<file path="src/smalu_pkg.sv">
// ----------------------------------------------------------------------------
// Stack machine ALU package
// Shared types, codes and constants for the evaluation stack and its ALU.
// ----------------------------------------------------------------------------
package smalu_pkg;

   localparam int DATA_WIDTH    = 32;
   localparam int OP_WIDTH      = 5;
   localparam int DEPTH_DEFAULT = 64;

   localparam logic [OP_WIDTH-1:0] OP_PUSH  = 5'd0;
   localparam logic [OP_WIDTH-1:0] OP_POP   = 5'd1;
   localparam logic [OP_WIDTH-1:0] OP_COPY  = 5'd2;
   localparam logic [OP_WIDTH-1:0] OP_PRINT = 5'd3;
   localparam logic [OP_WIDTH-1:0] OP_ADD   = 5'd4;
   localparam logic [OP_WIDTH-1:0] OP_SUB   = 5'd5;
   localparam logic [OP_WIDTH-1:0] OP_MUL   = 5'd6;
   localparam logic [OP_WIDTH-1:0] OP_QUOT  = 5'd7;
   localparam logic [OP_WIDTH-1:0] OP_REM   = 5'd8;
   localparam logic [OP_WIDTH-1:0] OP_AND   = 5'd9;
   localparam logic [OP_WIDTH-1:0] OP_OR    = 5'd10;
   localparam logic [OP_WIDTH-1:0] OP_NOT   = 5'd11;
   localparam logic [OP_WIDTH-1:0] OP_NE    = 5'd12;
   localparam logic [OP_WIDTH-1:0] OP_LE    = 5'd13;
   localparam logic [OP_WIDTH-1:0] OP_GE    = 5'd14;
   localparam logic [OP_WIDTH-1:0] OP_LT    = 5'd15;
   localparam logic [OP_WIDTH-1:0] OP_GT    = 5'd16;
   localparam logic [OP_WIDTH-1:0] OP_EQ    = 5'd17;

   typedef enum logic [1:0] {
      ST_OK    = 2'd0,
      ST_UNDER = 2'd1,
      ST_OVER  = 2'd2,
      ST_DIV0  = 2'd3
   } status_type;

   typedef struct packed {
      logic [OP_WIDTH-1:0]          op;
      logic signed [DATA_WIDTH-1:0] imm;
   } req_type;

   typedef struct packed {
      logic signed [DATA_WIDTH-1:0] top_value;
      logic                         top_valid;
      status_type                   status;
   } rsp_type;

   typedef enum logic [2:0] {
      SO_HOLD,
      SO_PUSH,
      SO_POP1,
      SO_POP2,
      SO_REPL,
      SO_BIN
   } stack_op_type;

   typedef enum logic [1:0] {
      CM_HOLD,
      CM_PREV,
      CM_NEXT,
      CM_NEXT2
   } cell_mode_type;

   typedef enum logic [1:0] {
      FSM_IDLE,
      FSM_EXEC,
      FSM_DIV,
      FSM_COMMIT
   } fsm_type;

   typedef struct packed {
      logic start;
      logic busy;
      logic done;
   } div_ctrl_type;

endpackage

</file>
<file path="src/smalu_cell.sv">
// ----------------------------------------------------------------------------
// Stack cell
// One word of the stack; it shifts towards or away from the top on command.
// ----------------------------------------------------------------------------
module smalu_cell
   import smalu_pkg::*;
(
   input  logic                  clock,
   input  cell_mode_type         mode,
   input  logic [DATA_WIDTH-1:0] prev_word,
   input  logic [DATA_WIDTH-1:0] next_word,
   input  logic [DATA_WIDTH-1:0] next2_word,
   output logic [DATA_WIDTH-1:0] word,
   output logic [DATA_WIDTH-1:0] word_next
);

   logic [DATA_WIDTH-1:0] word_ff;
   logic [DATA_WIDTH-1:0] word_in;

   always_comb begin
      unique case (mode)
         CM_PREV:  word_in = prev_word;
         CM_NEXT:  word_in = next_word;
         CM_NEXT2: word_in = next2_word;
         default:  word_in = word_ff;
      endcase
   end

   always_ff @(posedge clock) begin
      word_ff <= word_in;
   end

   assign word      = word_ff;
   assign word_next = word_in;

endmodule

</file>
<file path="config.mk">
export PLATFORM = sky130hd
export DESIGN_NAME = smalu_cell
export DESIGN_NICKNAME = d
export VERILOG_FILES = /design/src/smalu_pkg.sv /design/src/smalu_cell.sv
export SDC_FILE = /design/constraint.sdc
export NUM_CORES = 1
export LEC_CHECK = 0
export ABC_CLOCK_PERIOD_IN_PS = 4200
export BUFFER_PORTS_ARGS = -buffer_cell sky130_fd_sc_hd__buf_2
export CAP_MARGIN = 20
export CORE_ASPECT_RATIO = 0.6
export CORE_MARGIN = 4
export CORE_UTILIZATION = 36
export DETAILED_ROUTE_END_ITERATION = 10
export GPL_TIMING_DRIVEN = 0
export PLACE_DENSITY_LB_ADDON = 0.2
export SLEW_MARGIN = 20
export SYNTH_ARGS = -nofsm -noshare
export SYNTH_HDL_FRONTEND = slang
export SYNTH_SLANG_ARGS = --single-unit
</file>
<file path="constraint.sdc">
create_clock -name clock -period 4.2 [get_ports clock]
set_clock_uncertainty 0.05 [all_clocks]
set_input_delay 1.26 -clock clock [delete_from_list [all_inputs] [get_ports clock]]
set_output_delay 1.26 -clock clock [all_outputs]
set_load 0.02 [all_outputs]
</file>
==> results of run 1 <==
## cells in the mapped netlist
cell	number	share of area
buf_12	3	0.041
buf_2	3	0.010
mux4_1	2	0.036
mux4_2	30	0.46
dfxtp_1	32	0.44
buf_6	1	0.0077
## through the flow
| step | instances | setup slack [ps] | hold WS [ps] |
|---|---|---|---|
| detailed placement | 279 | 644 | 516 |
| global route | 284 | 606 | 556 |
| global placement | 279 | 648 | 518 |
| finish | 284 | 653 | 530 |
| floorplan | 71 | 795 | 762 |
| CTS | 284 | 644 | 533 |
## cell type report
type | instances | area [sq um] | share of cell area
well taps | 47 | 58.8 | 0.0246
clock buffers | 5 | 68.8 | 0.0288
plain buffers | 7 | 86.3 | 0.0361
repair buffers | 161 | 806 | 0.337
multi-input cells | 32 | 728 | 0.305
flip-flops and latches | 32 | 641 | 0.268
## kinds of logic (layout without fill, tap and decap cells)
family,after synthesis,in the layout,synth area share
buf+inv,7,173,0.0593
flops,32,32,0.440
mux,32,32,0.500
## power by group through the flow
stage,Clock (W),Sequential [W],Combinational [W]
finish,0.000199,0.000359,0.000311
global route,0.000223,0.000365,0.000332
CTS,0.000208,0.000359,0.000315
detailed placement,0,0.000365,0.000315
global placement,0,0.000365,0.000313
floorplan,0,0.000412,0.000142
## cells in the final DEF (no fill, tap or decap)
master / n
buf_2: 164
buf_12: 3
mux4_2: 30
mux4_1: 2
clkbuf_8: 5
buf_6: 1
dfxtp_1: 32
## critical path: cells and delay by family
family,cells,cell delay (ps)
buffers and inverters,3,450
multiplexers,1,520
## worst max-delay path by stage
stage / startpoint / end / slack, ps / cells after the start
2_1_floorplan: mode[0] / word_next[0] / 800 / 3
3_3_place_gp: mode[0] / word_next[17] / 650 / 4
3_5_place_dp: mode[0] / word_next[17] / 640 / 4
4_1_cts: mode[0] / word_next[26] / 640 / 4
5_1_grt: mode[0] / word_next[17] / 610 / 4
6_report: mode[0] / word_next[17] / 650 / 4
## routing by layer
metal / up-vias / GRT usage / part of all wire
met3: 2 / 0.0751 / 0.097
met2: 74 / 0.289 / 0.50
met1: 662 / 0.198 / 0.40
li1: 639 / - / -
met4: 0 / 0.0523 / 0.0063
met5: - / 0 / 0
==> results by group, run 1 <==
Pwr
  – Max VDD drop: 0.000183 V
  – Logic pwr share: 0.358
  – Sw Ratio: 0.317
  – Net Switching: ~0.00028 W
  – Lkg Pwr: ~1.2 nW
  – Sequential Power Share: 0.413
  – Pwr Total: 0.000870 W
  – Clock share of power: 0.229
  – Internal power: 0.000594 W
  – Power density over cell area: approximately 360 nW/um^2

Setup path
  – CP startpoint kind: input port
  – Crit Path Max Fanout: 10
  – Critical Path Sink Type: output pin
  – CP Class: input port to output pin
  – CP required: a little under 3000 ps
  – Crit path max-delay cell type: mux4_2
  – CP Cell Sequence: buf_6 > buf_12 > mux4_2 > buf_2
  – Worst reg2reg path startpoint: word[28]
  – WP data arrival: between 2000 and 2500 ps
  – Worst R2R Path Depth: 1
  – R2r endpoint: word[28]
  – Crit-path max cell delay: roughly 520 ps
  – Worst reg2reg setup slack: roughly 3200 ps

Clock tree
  – Hold_buf cts: 0
  – Max clock buf depth: 2
  – Clk slew on worst S/H paths: approximately 60 ps
  – Post-cts resize count: 0
  – # H-tree levels: 2
  – Clock tree root driver cell: clkbuf_8
  – Worst-skew pair later-pin latency: approximately 260 ps
  – Cts bufs inserted: 5
  – Clock sink count: 32
  – # Post-CTS Setup Buffers: 0
  – TritonCTS clock tree: built

Cells and area
  – Max reg flops: 32
  – N_diodes: 0
  – Layout net count: approximately 340
  – Share of cells above drive strength 1: 0.857
  – Finished Cell Area: between 2000 and 2500 sq um
  – Fill count: between 300 and 400
  – P&R area growth vs syn: 64.1%
  – Fin util: 0.631

Worst hold path
  – HP Start: word[10]
  – Hold path depth: 1
  – WHS Endpoint: word[10]
  – Hold Crit Class: flop to flop

GRT
  – Largest net degree at the start of global routing: 11
  – Initial antenna violation count: 0
  – Remaining global-route overflow: 0
  – Vias in the first global route: around 1500
  – First-pass GRT wire length: between 6000 and 7000 um
  – Gr usage total: 0.170

Timing
  – FMAX: roughly 280 MHz
  – Setup violators final: 0
  – RSZ-0062 raised after global routing: no
  – Fin. Hold Viols: 0
  – Tmin final: around 3500 ps
  – Post-route setup TNS: 0 ps
  – Fin crit share: 0.844
  – Max-slew violation count: 0
  – Worst-Margin Slew: about 260 ps
  – Max-slew headroom: 0.826

Logic synthesis
  – Mean Syn Cell Area: 20.5 sq um
  – Post-Syn Area: roughly 1500 sq um
  – Yosys warning count: 0
  – Count of cell types in the netlist: 6
  – Post-Synthesis Cells: just over 70
  – Synth Register Bits: 32
  – Syn nets: 170
  – Register area share after synthesis: 0.440

Place
  – Placed cell area: between 2000 and 2500 sq um
  – Final GP Congestion: a little over 0.7
  – Number of port buffers: about 160
  – DP HPWL: between 3000 and 4000 um

Drt
  – Vias per cell: around 4.8
  – Vias post-DR: between 1000 and 1500
  – Final ANT Viol Nets: 0
  – DR WL/cell: 15.2 um
  – Initial drt markers: 15
  – Aggregate routed wire length: roughly 4300 um
  – Post-route DRC violation count: 0
  – DRT Pass-1 Iters: 4

Die
  – Core area: about 3800 sq um
  – # IOs: 163
  – Cell Rows: 17
  – Initial Util: 0.384
  – Die ar.: between 5000 and 6000 sq um
  – Vert. Die Dim: approximately 57 um
  – Die Width: 90.1 um

Flow run
  – Max Cap Violations: 0

Status
  – Outcome: finished clean
(Power assumes the default switching activity.)
==> run 2, diff against run 1 <==
--- a/config.mk
+++ b/config.mk
@@ -5,12 +5,12 @@
 export SDC_FILE = /design/constraint.sdc
 export NUM_CORES = 1
 export LEC_CHECK = 0
-export ABC_CLOCK_PERIOD_IN_PS = 4200
+export ABC_CLOCK_PERIOD_IN_PS = 3600
 export BUFFER_PORTS_ARGS = -buffer_cell sky130_fd_sc_hd__buf_2
 export CAP_MARGIN = 20
 export CORE_ASPECT_RATIO = 0.6
 export CORE_MARGIN = 4
-export CORE_UTILIZATION = 36
+export CORE_UTILIZATION = 34
 export DETAILED_ROUTE_END_ITERATION = 10
 export GPL_TIMING_DRIVEN = 0
 export PLACE_DENSITY_LB_ADDON = 0.2
==> constraint.sdc (replaced) <==
create_clock -name clock -period 3.6 [get_ports clock]
set_clock_uncertainty 0.05 [all_clocks]
set_input_delay 1.08 -clock clock [delete_from_list [all_inputs] [get_ports clock]]
set_output_delay 1.08 -clock clock [all_outputs]
set_load 0.02 [all_outputs]
==> run 2 against run 1 <==
  * Final area up 1.6%
  * Largest cell class unchanged
  * Count of clock-buffer cells in the layout up 3
  * Worst setup slack worse by 250 ps
  * Highest routed layer unchanged
==> results by group, run 2 (same netlist as run 1, synthesis figures left out) <==
Drt
  – DR WL/cell: 15.9 um (+4.6%)
  – Vias post-DR: 1373 (-0.29%)
  – Initial drt markers: 24 (+9)
  – Aggregate routed wire length: 4770 um (+11%)
  – Vias per cell: 4.58 (-5.6%)
  – DRT Pass-1 Iters: 4 (unchanged)
  – Post-route DRC violation count: 0 (unchanged)
  – Final ANT Viol Nets: 0 (unchanged)

Cells and area
  – Fill count: 388 (+24%)
  – Register area: 641 sq um (unchanged)
  – Commonest non-fill, non-tap cell in the layout: buf_2
  – Max reg flops: 32 (unchanged)
  – Layout net count: 338 (unchanged)
  – Commonest non-fill, non-tap cells in the layout: buf_2 (164), dfxtp_1 (32), mux4_2 (30)
  – P&R area growth vs syn: 66.7%
  – N_diodes: 0 (unchanged)
  – Area taken by multi-input logic gates: 728 sq um (unchanged)
  – Share of cells above drive strength 1: 0.850 (-0.00654)

Pwr
  – Max VDD drop: 0.000227 V (+24%)
  – Lkg Pwr: 1.21 nW (+0.80%)
  – Internal power: 0.000724 W (+22%)
  – Power density over cell area: 439 nW/um^2 (+20%)
  – Logic pwr share: 0.344 (-0.014)
  – Net Switching: 0.000340 W (+23%)
  – Sw Ratio: 0.319 (+0.00215)
  – Sequential Power Share: 0.394 (-0.019)
  – Clock share of power: 0.262 (+0.033)

Setup path
  – Crit path max-delay cell type: mux4_2
  – WP data arrival: 2060 ps (-180 ps)
  – CP startpoint kind: input port
  – CP required: 2470 ps (-420 ps)
  – CP Class: input port to output pin
  – Crit path max-delay family: multiplexers
  – Buf+Inv Stages, Crit Path: 3 (unchanged)
  – CP Cell Sequence: buf_6 > buf_12 > mux4_2 > buf_2
  – Crit-path max cell delay: 520 ps (about the same)
  – Crit Path Max Fanout: 10 (unchanged)
  – Critical Path Sink Type: output pin

Timing
  – Max-slew violation count: 0 (unchanged)
  – Post-route setup TNS: 0 ps (unchanged)
  – Setup violators final: 0 (unchanged)
  – RSZ-0062 raised after global routing: no
  – Final WS setup: 407 ps (-247 ps)
  – Max-slew headroom: 0.840 (+0.0142)
  – Tmin final: 3190 ps
  – Fin. Hold Viols: 0 (unchanged)
  – Worst-Margin Slew: 239 ps (-21.3 ps)
  – Fin crit share: 0.887
  – FMAX: 313 MHz

Clock tree
  – # H-tree levels: 2 (unchanged)
  – Clock tree root driver cell: clkbuf_8
  – # Post-CTS Setup Buffers: 0 (unchanged)
  – Cts bufs inserted: 5 (unchanged)
  – Hold_buf cts: 0 (unchanged)
  – Clk slew on worst S/H paths: 60 ps (about the same)
  – Max clock buf depth: 2 (unchanged)
  – TritonCTS clock tree: built
  – Clock sink count: 32 (unchanged)
  – Post-cts resize count: 0 (unchanged)
  – Worst-skew pair later-pin latency: 270 ps (about the same)

Place
  – Final GP Congestion: 0.757 (+4.9%)
  – DP HPWL: 4140 um (+9.1%)
  – Number of port buffers: 161 (unchanged)
  – Pre-CTS setup slack: 393 ps (-252 ps)

Die
  – Die ar.: 5420 sq um (+5.2%)
  – Cell Rows: 18 (+1)
  – Vert. Die Dim: 58.7 um (+2.5%)
  – Die Width: 92.5 um (+2.6%)
  – Core area: 4120 sq um (+8.9%)
  – # IOs: 163 (unchanged)
  – Initial Util: 0.353 (-0.0313)

Worst hold path
  – Hold Crit Class: flop to flop

GRT
  – Initial antenna violation count: 0 (unchanged)
  – Vias in the first global route: 1406 (-6.9%)
  – Remaining global-route overflow: 0 (unchanged)
  – Gr usage total: 0.172 (+0.00160)
  – First-pass GRT wire length: 7020 um (+2.4%)
  – Largest net degree at the start of global routing: 11 (unchanged)

Flow run
  – Max Cap Violations: 0 (unchanged)

Status
  – Outcome: finished clean
## run 2: cell count changes in the layout (fill, tap and decap cells not counted), sizes merged
cell / before / now
clkbuf: 5 / 8
## run 2: power groups by stage
stage	Clock (W)	Combinational [W]	Sequential, W
after floorplan	0	0.000165	0.000481
after global placement	0	0.000366	0.000426
after detailed placement	0	0.000371	0.000427
after CTS	0.000288	0.000372	0.000420
after global routing	0.000306	0.000388	0.000425
final	0.000278	0.000367	0.000419
## run 2: metrics by stage
stage	std cells	hold WS (ps)	util	instance area [sq um]	total power, W
after floorplan	71	762	-	1460	0.000646
after global placement	292	516	0.567	2340	0.000792
after detailed placement	292	516	0.567	2340	0.000799
after CTS	300	532	0.589	2430	0.00108
after global routing	300	550	0.589	2430	0.00112
final	300	531	0.589	2430	0.00106
## run 2: layer usage
layer,GRT usage,vias to the layer above,wire length [um]
met4,0.0507,0,30
met5,0,-,0
met3,0.0639,2,416
met1,0.209,651,1880
li1,-,644,-
met2,0.291,76,2440
## run 2: path summary, 6_finish.rpt
check,slack [ps],endpoint,depth (start not counted),start
hold / removal,530,word[11],1,word[11]
hold reg to reg,530,word[11],1,word[11]
setup / recovery,410,word_next[6],4,mode[0]
setup reg to reg,2560,word[29],1,word[29]
## run 2: final cells by class
type                    count  area share
plain buffers               7      0.0356
flip-flops and latches     32       0.264
clock buffers               8      0.0371
repair buffers            161       0.332
multi-input cells          32       0.300
well taps                  60      0.0309
