==> config.mk <==
export PLATFORM = sky130hd
export DESIGN_NAME = smalu_div
export DESIGN_NICKNAME = d
export VERILOG_FILES = /design/src/smalu_pkg.sv /design/src/smalu_div.sv
export SDC_FILE = /design/constraint.sdc
export NUM_CORES = 1
export LEC_CHECK = 0
export ABC_AREA = 1
export BUFFER_PORTS_ARGS = -buffer_cell sky130_fd_sc_hd__buf_2
export CORE_UTILIZATION = 50
export CTS_CLUSTER_DIAMETER = 200
export DETAILED_ROUTE_END_ITERATION = 8
export PLACE_DENSITY = 0.78
export SLEW_MARGIN = 15
export SYNTH_ARGS = -nofsm -noshare
export SYNTH_HDL_FRONTEND = slang
export SYNTH_SLANG_ARGS = --single-unit
==> constraint.sdc <==
create_clock -name clock -period 6.97 [get_ports clock]
set_clock_uncertainty 0.2 [all_clocks]
set_input_delay 0.697 -clock clock [delete_from_list [all_inputs] [get_ports clock]]
set_output_delay 0.697 -clock clock [all_outputs]
set_load 0.1 [all_outputs]
==> src/smalu_pkg.sv <==
// ----------------------------------------------------------------------------
// Stack machine ALU package
// Shared types, codes and constants for the evaluation stack and its ALU.
// ----------------------------------------------------------------------------
package smalu_pkg;

   localparam int DATA_WIDTH    = 32;
   localparam int OP_WIDTH      = 5;
   localparam int DEPTH_DEFAULT = 64;

   localparam logic [OP_WIDTH-1:0] OP_PUSH  = 5'd0;
   localparam logic [OP_WIDTH-1:0] OP_POP   = 5'd1;
   localparam logic [OP_WIDTH-1:0] OP_COPY  = 5'd2;
   localparam logic [OP_WIDTH-1:0] OP_PRINT = 5'd3;
   localparam logic [OP_WIDTH-1:0] OP_ADD   = 5'd4;
   localparam logic [OP_WIDTH-1:0] OP_SUB   = 5'd5;
   localparam logic [OP_WIDTH-1:0] OP_MUL   = 5'd6;
   localparam logic [OP_WIDTH-1:0] OP_QUOT  = 5'd7;
   localparam logic [OP_WIDTH-1:0] OP_REM   = 5'd8;
   localparam logic [OP_WIDTH-1:0] OP_AND   = 5'd9;
   localparam logic [OP_WIDTH-1:0] OP_OR    = 5'd10;
   localparam logic [OP_WIDTH-1:0] OP_NOT   = 5'd11;
   localparam logic [OP_WIDTH-1:0] OP_NE    = 5'd12;
   localparam logic [OP_WIDTH-1:0] OP_LE    = 5'd13;
   localparam logic [OP_WIDTH-1:0] OP_GE    = 5'd14;
   localparam logic [OP_WIDTH-1:0] OP_LT    = 5'd15;
   localparam logic [OP_WIDTH-1:0] OP_GT    = 5'd16;
   localparam logic [OP_WIDTH-1:0] OP_EQ    = 5'd17;

   typedef enum logic [1:0] {
      ST_OK    = 2'd0,
      ST_UNDER = 2'd1,
      ST_OVER  = 2'd2,
      ST_DIV0  = 2'd3
   } status_type;

   typedef struct packed {
      logic [OP_WIDTH-1:0]          op;
      logic signed [DATA_WIDTH-1:0] imm;
   } req_type;

   typedef struct packed {
      logic signed [DATA_WIDTH-1:0] top_value;
      logic                         top_valid;
      status_type                   status;
   } rsp_type;

   typedef enum logic [2:0] {
      SO_HOLD,
      SO_PUSH,
      SO_POP1,
      SO_POP2,
      SO_REPL,
      SO_BIN
   } stack_op_type;

   typedef enum logic [1:0] {
      CM_HOLD,
      CM_PREV,
      CM_NEXT,
      CM_NEXT2
   } cell_mode_type;

   typedef enum logic [1:0] {
      FSM_IDLE,
      FSM_EXEC,
      FSM_DIV,
      FSM_COMMIT
   } fsm_type;

   typedef struct packed {
      logic start;
      logic busy;
      logic done;
   } div_ctrl_type;

endpackage

==> src/smalu_div.sv <==
// ----------------------------------------------------------------------------
// Magnitude divider
// Restoring unsigned divider giving one quotient bit per cycle.
// ----------------------------------------------------------------------------
module smalu_div
   import smalu_pkg::*;
(
   input  logic                  clock,
   input  logic                  reset,
   input  logic                  start,
   input  logic [DATA_WIDTH-1:0] dividend,
   input  logic [DATA_WIDTH-1:0] divisor,
   output div_ctrl_type          ctrl,
   output logic [DATA_WIDTH-1:0] quotient,
   output logic [DATA_WIDTH-1:0] remainder
);

   localparam int STEP_W = $clog2(DATA_WIDTH);

   logic                  busy_ff, busy_in;
   logic                  done_ff, done_in;
   logic [STEP_W-1:0]     step_ff, step_in;
   logic [DATA_WIDTH-1:0] quo_ff, quo_in;
   logic [DATA_WIDTH-1:0] rem_ff, rem_in;
   logic [DATA_WIDTH-1:0] dsr_ff, dsr_in;
   logic [DATA_WIDTH:0]   shifted;
   logic [DATA_WIDTH:0]   diff;

   always_comb begin
      shifted = {rem_ff, quo_ff[DATA_WIDTH-1]};
      diff    = shifted - {1'b0, dsr_ff};
      busy_in = busy_ff;
      done_in = 1'b0;
      step_in = step_ff;
      quo_in  = quo_ff;
      rem_in  = rem_ff;
      dsr_in  = dsr_ff;
      if (start) begin
         busy_in = 1'b1;
         step_in = '0;
         quo_in  = dividend;
         rem_in  = '0;
         dsr_in  = divisor;
      end else if (busy_ff) begin
         if (!diff[DATA_WIDTH]) begin
            rem_in = diff[DATA_WIDTH-1:0];
            quo_in = {quo_ff[DATA_WIDTH-2:0], 1'b1};
         end else begin
            rem_in = shifted[DATA_WIDTH-1:0];
            quo_in = {quo_ff[DATA_WIDTH-2:0], 1'b0};
         end
         step_in = step_ff + 1'b1;
         if (step_ff == STEP_W'(DATA_WIDTH - 1)) begin
            busy_in = 1'b0;
            done_in = 1'b1;
         end
      end
   end

   always_ff @(posedge clock) begin
      if (reset) begin
         busy_ff <= 1'b0;
         done_ff <= 1'b0;
         step_ff <= '0;
      end else begin
         busy_ff <= busy_in;
         done_ff <= done_in;
         step_ff <= step_in;
      end
      quo_ff <= quo_in;
      rem_ff <= rem_in;
      dsr_ff <= dsr_in;
   end

   assign ctrl.start = start;
   assign ctrl.busy  = busy_ff;
   assign ctrl.done  = done_ff;
   assign quotient   = quo_ff;
   assign remainder  = rem_ff;

endmodule

==> results.ini, run 1 <==
[status]
status=finished clean

[route]
vias=6361
wl_per_cell_um=12.3
wl_met1_mm=7.69
dr_wl_met3_mm=1.15
firstDrtPassIters=4
viasPerCell=4.74
drt-initial-drc-count=350
drcViolationCount=0
ant_nets=0
top_layer_used=met4
wirelength_mm=16.5
met2_wirelength_mm=7.45

[finish]
fin_area_um2=8010
fillers=1300
multi_input_area_um2=3290
drive_gt1_share_pct=15.4
num_antenna_cells=0
final-seq-area_um2=2700
nets=1263
syn_to_final_growth_pct=15.9

[placement]
port_buffers=133
place_congestion=0.918
hpwl_mm=12.5
dpl_cell_area_um2=7690

[cts]
cts_made_buffers=9
cts_root_buf=clkbuf_16
cts-resized-gates=0
max-clock-path-buffers=2
clk_pin_slew_worst_paths_ps=90
post-cts-setup-buffer-count=0
cts_hold_buf=0
worstSkewPairLatency_ps=370
cts_tree=yes
htreeDepth=3
clock_sinks=103

[worst_setup_path]
crit_chain=inv_1 > ha_1 > fa_1 > inv_1 > nand2_1 > nand2_1 > nand3_1 > nand2_2 > nand2_1 > nand2_2 > nand2_2 > nand2_2 > nand2_2 > nand2_4 > o21ai_0
cpMaxStageDelayCell=fa_1
cp.required_ps=6880
crit_path_max_fanout=33
cp-start-kind=flip-flop
crit_path_end_kind=flip-flop
critPathKind=reg2reg
arrival_ps=2780
cpPeakStageDelay_ps=400
crit_top_cell=nand2_2

[synthesis]
synth_warnings=0
netlist_instances=1036
synth-seq-cells=103
ys_seq_area_share_pct=39.1
syn_nets=1138
yosys-top-cells-count=467 x nand2_1, 206 x inv_1, 64 x edfxtp_1
syn_area_um2=6910
yosysMostFrequentCell=nand2_1
synth_area_leaders=edfxtp_1 28%, nand2_1 25%, dfxtp_1 11%
async_reset_ff_share_pct=0
synth.avg_cell_area_um2=6.67
synth_cell_type_count=35
synth_flop_cell=edfxtp_1
synth_edf_count=64
yosysTopAreaCellShare_pct=27.8
yosysTopAreaCell=edfxtp_1

[power_and_ir_drop]
leakage_nw=4.56
p_per_area_nw_per_um2=195
peakVddDrop_v=0.000174

[timing]
slew_headroom_pct=26.8
fin_crit_sh_pct=41.2
slew_viol_final=0
fin_crit_ps=2870
finalSetupTns_ps=0
hold_slack_ps=283
max_freq_ghz=0.348
finalSetupViolCount=0
rsz0062_at_grt=false
worst_pin_slew_ps=1090
hold_violations=0

[floorplanning]
die_area_um2=14300
rows=42
fp.dieH_um=120
die_w_um=120
start_util_pct=51.8
io-pin-count=134
coreArea_um2=13300

[global_route]
grt_antenna_before_repair=0
track_usage_pct=24.2
globalRoute.totalOverflow=0
grt_max_degree=54
grt_pass1_wl_mm=27.4
grt_pass1_vias=5815

[flow_run]
maxCapViolCount=0

[worst_hold_path]
hp-class=reg2reg

-- path summary, 6_finish.rpt --
kind | start | to | slack, ps | depth (start not counted)
setup / recovery | quotient[31] | quotient[0] | 4100 | 15
hold / removal | remainder[23] | remainder[23] | 280 | 2
setup reg to reg | quotient[31] | quotient[0] | 4100 | 15
hold reg to reg | remainder[23] | remainder[23] | 280 | 2
-- cells in the final DEF, fill, tap and decap left out, drive strengths merged --
master / synthesis / routed
nor2: 50 / 50
nor3b: 1 / 1
nor3: 14 / 14
and3: 2 / 2
edfxtp: 64 / 64
nand4: 7 / 7
a21o: 1 / 1
nor4: 1 / 1
and2: 7 / 7
xnor2: 12 / 12
nand2: 479 / 479
a21oi: 21 / 21
dfxtp: 39 / 39
o21bai: 2 / 2
nand3b: 1 / 1
nand3: 57 / 57
fa: 1 / 1
clkinv: 0 / 6
o21ai: 7 / 7
xor2: 2 / 2
inv: 211 / 212
ha: 34 / 34
clkbuf: 13 / 9
buf: 9 / 136
a31oi: 1 / 1
-- worst max-delay path: cells and delay by family, from the launching register on --
| family | cells | cell delay, ps |
|---|---|---|
| adders and majority gates | 2 | 620 |
| buffers and inverters | 2 | 140 |
| AOI/OAI and AO/OA | 1 | 120 |
| DFF | 1 | 350 |
| and+or+nand+nor | 10 | 1170 |
-- flip-flops by register name (all words and copies together) (netlist names) --
| name | cells |
|---|---|
| done_ff | 1 |
| quotient | 32 |
| remainder | 32 |
| dsr_ff | 32 |
| busy_ff | 1 |
| step_ff | 5 |
-- layout make-up --
| type | instances | share of cell area [%] |
|---|---|---|
| Inverter | 211 | 9.88 |
| Tap cell | 176 | 2.75 |
| Clock inverter | 7 | 1.17 |
| Multi-Input combinational cell | 700 | 41.1 |
| Timing Repair Buffer | 136 | 8.59 |
| Clock buffer | 9 | 2.81 |
| Sequential cell | 103 | 33.7 |
-- report_power, final --
part           leakage (nW)  internal [mW]  switching [mW]
logic                  3.45         0.0686           0.258
registers             0.957          0.690          0.0180
clock network         0.153          0.259           0.266
-- metrics by stage --
step | total power, mW | cells | worst slack, ps | utilization (%)
2_1_floorplan | 0.975 | 1036 | 3780 | -
3_3_place_gp | 1.04 | 1326 | 3760 | 57.6
3_5_place_dp | 1.05 | 1326 | 3710 | 57.6
4_1_cts | 1.57 | 1342 | 4090 | 60.0
5_1_grt | 1.63 | 1342 | 3850 | 60.0
6_report | 1.56 | 1342 | 4100 | 60.0
-- per-layer routing --
layer	global-route usage, %	vias to the layer above
met1	32.5	2786
li1	-	3366
met3	5.18	16
met2	39.2	193
met4	7.42	0
met5	0	-
-- kinds of logic after synthesis --
family / Yosys count / share of synthesized area, %
AND/OR/NAND/NOR: 619 / 36.8
buffers and inverters: 233 / 13.4
flip-flops: 103 / 39.1
adder cells (fa/ha/maj): 35 / 6.44
AO/OA/AOI/OAI: 32 / 2.55
XOR/XNOR: 14 / 1.77
Note: power is estimated with default switching activity, not from simulation.
==> run 2, diff against run 1 <==
==> constraint.sdc (replaced) <==
create_clock -name clock -period 2.7 [get_ports clock]
set_clock_uncertainty 0.2 [all_clocks]
set_input_delay 0.27 -clock clock [delete_from_list [all_inputs] [get_ports clock]]
set_output_delay 0.27 -clock clock [all_outputs]
set_load 0.1 [all_outputs]
==> results.ini, run 2 (synthesis gave the netlist of run 1 again) <==
[status]
status=finished clean

[route]
firstDrtPassIters=5
met2_wirelength_mm=9.11
vias=6916
wl_per_cell_um=13.8
dr_wl_met3_mm=1.42
drt-initial-drc-count=537
drcViolationCount=0
ant_nets=0
wirelength_mm=19.6
top_layer_used=met4
viasPerCell=4.88
wl_met1_mm=8.48

[worst_setup_path]
crit_top_cell=nand2_4
r2r_end=quotient[0]
crit_path_end_kind=flip-flop
cp.required_ps=2600
cpMaxStageDelayCell=fa_2
r2r_cells=16
crit_chain=inv_2 > ha_4 > fa_2 > inv_2 > nand2_2 > nand2_2 > nand3_2 > nand2_4 > nand2_4 > nand2_4 > nand2_4 > nand2_4 > nand2_4 > nand2_8 > buf_12 > o21ai_0
cp-start-kind=flip-flop
cpPeakStageDelay_ps=390
crit_path_max_fanout=5
arrival_ps=2490
rr_startpoint=quotient[31]
reg2reg_slack_ps=110
critPathKind=reg2reg

[power_and_ir_drop]
peakVddDrop_v=0.000533
p_per_area_nw_per_um2=469
power.total_mw=4.18
leakage_nw=4.99

[floorplanning]
rows=42
die_area_um2=14300
start_util_pct=51.8
io-pin-count=134
fp.dieH_um=120
coreArea_um2=13300
die_w_um=120

[cts]
max-clock-path-buffers=2
htreeDepth=3
clock_sinks=103
clk_pin_slew_worst_paths_ps=80
worstSkewPairLatency_ps=370
cts_root_buf=clkbuf_16
cts_made_buffers=9
cts_tree=yes

[placement]
hpwl_mm=13.1
port_buffers=133
place_congestion=0.977
dp.cells=1331

[worst_hold_path]
min_from=dividend[0]
hold_path_depth=3
holdPathEnd=quotient[0]
hp-class=in2reg

[flow_run]
maxCapViolCount=0

[finish]
final_common_cell=nand2_1
syn_to_final_growth_pct=29.1
nets=1339
num_antenna_cells=0
layout_common_cells=464 x nand2_1, 204 x inv_1, 133 x buf_2, 64 x edfxtp_1, 62 x dlygate4sd3_1
fillers=1155
drive_gt1_share_pct=16.4
stdcell_count=1418

[global_route]
grt_pass1_wl_mm=30.7
grt_pass1_vias=6594
grt_max_degree=42
track_usage_pct=27.0
grt_antenna_before_repair=0
globalRoute.totalOverflow=0

[timing]
finalSetupViolCount=0
hold_violations=0
worst_pin_slew_ps=970
slew_viol_final=0
slew_headroom_pct=35.2
max_freq_ghz=0.386
fin_crit_ps=2590
fin_crit_sh_pct=95.8

run 2: cell types whose count changed in the layout (fill, tap and decap cells not counted), sizes merged:
cell         before  now
inv             212  215
clkinv            6    1
clkbuf            9   12
bufinv            0    1
clkinvlp          0    1
nand2           479  480
buf             136  146
dlygate4sd3       0   62
run 2: power breakdown:
group	switching (mW)	internal, mW
Clock	0.660	0.750
Sequential	0.0477	1.78
Combinational	0.701	0.244
Total	1.41	2.77
run 2: worst max path at each step:
stage	startpoint	to	cells past startpoint
6_report	quotient[31]	quotient[0]	16
3_5_place_dp	quotient[31]	quotient[0]	16
4_1_cts	quotient[31]	quotient[0]	16
2_1_floorplan	quotient[31]	quotient[0]	16
5_1_grt	quotient[31]	remainder[18]	18
3_3_place_gp	dsr_ff[0]	quotient[0]	15
run 2: final cells by class:
| type | instances | area (um2) | area share, % |
|---|---|---|---|
| multi-input combinational | 701 | 3410 | 38.2 |
| sequential | 103 | 2700 | 30.3 |
| timing repair buffer | 211 | 1480 | 16.5 |
| inverter | 211 | 792 | 8.88 |
| clock buffer | 9 | 225 | 2.52 |
| tap | 176 | 220 | 2.47 |
| clock inverter | 7 | 96.3 | 1.08 |
run 2: critical path, delay by kind of cell (launching register included):
kind            cells  cell delay [ps]
compound gates      1               80
fa+ha+maj           2              550
buf+inv             3              270
flops               1              380
simple gates       10              820
run 2: stage by stage:
step | util (%) | setup TNS, ps | hold WS [ps] | instance area [um2] | worst slack [ps]
5_1_grt | 66.8 | -408 | 38.9 | 8920 | -35.0
6_report | 66.8 | 0 | 9.87 | 8920 | 112
2_1_floorplan | - | -10620 | 146 | 6920 | -407
3_5_place_dp | 58.1 | 0 | 248 | 7750 | 70.6
3_3_place_gp | 58.1 | 0 | 247 | 7750 | 150
4_1_cts | 65.1 | 0 | 6.15 | 8690 | 61.0
run 2: timing repair:
action,4_1_cts,5_1_grt
setup endpoints to repair,0,33
hold buffers,62,0
gates resized for setup,0,19
buffers inserted,0,4
endpoints found under the hold margin,63,0
run 2: layer usage:
layer  GRT usage [%]  vias up
met1            33.9     3114
li1                -     3535
met2            46.0      227
met5               0        -
met3            5.56       40
met4            9.30        0
==> run 3, diff against run 2 <==
--- a/config.mk
+++ b/config.mk
@@ -7,10 +7,13 @@
 export LEC_CHECK = 0
 export ABC_AREA = 1
 export BUFFER_PORTS_ARGS = -buffer_cell sky130_fd_sc_hd__buf_2
-export CORE_UTILIZATION = 50
+export CELL_PAD_IN_SITES_DETAIL_PLACEMENT = 0
+export CELL_PAD_IN_SITES_GLOBAL_PLACEMENT = 2
+export CORE_UTILIZATION = 31
+export CTS_BUF_LIST = sky130_fd_sc_hd__clkbuf_4 sky130_fd_sc_hd__clkbuf_8
 export CTS_CLUSTER_DIAMETER = 200
 export DETAILED_ROUTE_END_ITERATION = 8
-export PLACE_DENSITY = 0.78
+export PLACE_DENSITY = 0.87
 export SLEW_MARGIN = 15
 export SYNTH_ARGS = -nofsm -noshare
 export SYNTH_HDL_FRONTEND = slang
==> results.ini, run 3 (synthesis gave the netlist of run 1 again) <==
[status]
status=finished clean

[global_route]
grt_max_degree=58
grt_pass1_vias=6390
grt_pass1_wl_mm=31.8
grt_antenna_before_repair=0
track_usage_pct=18.0
globalRoute.totalOverflow=0

[timing]
worst_pin_slew_ps=1000
max_freq_ghz=0.384
rsz0062_at_grt=true
fin_ws_ps=98.6
slew_viol_final=0
fin_crit_sh_pct=96.3
slew_headroom_pct=33.3
hold_violations=0
fin_crit_ps=2600
finalSetupViolCount=0

[cts]
htreeDepth=3
worstSkewPairLatency_ps=400
cts_root_buf=clkbuf_8
clock_sinks=103
cts_tree=yes
clk_pin_slew_worst_paths_ps=130
cts_made_buffers=9
max-clock-path-buffers=2

[route]
wl_per_cell_um=13.6
drcViolationCount=0
firstDrtPassIters=7
drt-initial-drc-count=228
ant_nets=0
viasPerCell=4.33
vias=6629
wirelength_mm=20.9

[placement]
dp_slack_ps=10.9
place_congestion=0.860
dpl_cell_area_um2=7930
port_buffers=133
hpwl_mm=15.0

[floorplanning]
die_w_um=151
die_area_um2=22900
start_util_pct=31.7
rows=54
coreArea_um2=21800
io-pin-count=134
fp.dieH_um=151

[worst_setup_path]
cp.required_ps=2780
critPathKind=reg2reg
cp-start-kind=flip-flop
crit_path_end_kind=flip-flop
arrival_ps=2680
crit_path_max_fanout=7

[power_and_ir_drop]
p_switching_mw=1.40
internal_power_mw=2.40
sw_frac_of_total_pct=36.9
p_comb_share_pct=25.0
p_per_area_nw_per_um2=419
pwr-share-seq_pct=48.1
peakVddDrop_v=0.000343
clkPwrFrac_pct=26.9
leakage_nw=4.99

[finish]
fin_area_um2=9070
drive_gt1_share_pct=16.8
num_antenna_cells=0
layout_common_cells=464 x nand2_1, 204 x inv_1, 132 x buf_2, 65 x dlygate4sd3_1, 64 x edfxtp_1
nets=1349
final_common_cell=nand2_1
syn_to_final_growth_pct=31.2

[worst_hold_path]
hp-class=in2reg

[flow_run]
maxCapViolCount=0

## run 3: path summary, 6_finish.rpt
| kind | startpoint | to | slack (ps) | cells after the start |
|---|---|---|---|---|
| max reg2reg | quotient[31] | remainder[15] | 100 | 18 |
| min | start | dsr_ff[25] | 140 | 1 |
| min reg2reg | step_ff[4] | step_ff[4] | 280 | 2 |
| max | quotient[31] | remainder[15] | 100 | 18 |
## run 3: final cells by class
class,instances,area (um2)
fill,2390,12800
timing repair buffer,219,1600
sequential,103,2700
clock buffer,9,124
multi-input combinational,703,3430
clock inverter,7,75.1
inverter,211,792
tap,280,350
## run 3: power by group through the flow
stage          sequential [mW]  combinational (mW)  clock (mW)
3_3_place_gp              1.86               0.872           0
2_1_floorplan             2.22               0.297           0
3_5_place_dp              1.86               0.872           0
5_1_grt                   1.84                1.02        1.11
6_report                  1.83               0.950        1.02
4_1_cts                   1.83               0.944        1.06
## run 3: per-layer routing
metal  routed length, um  GRT usage (%)  vias up
li1                    -              -     3553
met1               10100           22.9     2919
met2                9550           30.7      138
met3                 907           3.95       19
met4                 352           4.20        0
met5                   0              0        -
## run 3: critical path: stages, from the launching register on
cell and delay (ps):
edfxtp_1 400, inv_2 70, ha_4 170, fa_2 400, inv_2 70, nand2_2 60
nand2_2 80, nand3_2 70, nand2_2 110, nand2_2 60, nand2_2 90, nand2_4 80
nand2_4 100, nand2_4 70, nand2_8 130, clkbuf_16 180, nand2_1 50, nand3_1 60
nand2_1 50
## run 3: timing repair
item / in CTS / in global routing
endpoints found under the hold margin: 68 / 0
buffers inserted: 0 / 6
pin swaps: 0 / 9
hold buffers: 65 / 0
setup endpoints to repair: 14 / 33
gates resized for setup: 1 / 19
cloned: 0 / 7
## run 3: per-stage QoR
step	utilization [%]	setup TNS (ps)	hold WS, ps	std cells	power, mW
after global routing	41.6	-52.3	137	1532	3.98
after global placement	36.3	0	247	1438	2.73
after CTS	40.2	0	142	1519	3.83
final	41.6	0	143	1532	3.80
after detailed placement	36.3	0	248	1438	2.73
after floorplan	-	-10620	146	1036	2.52
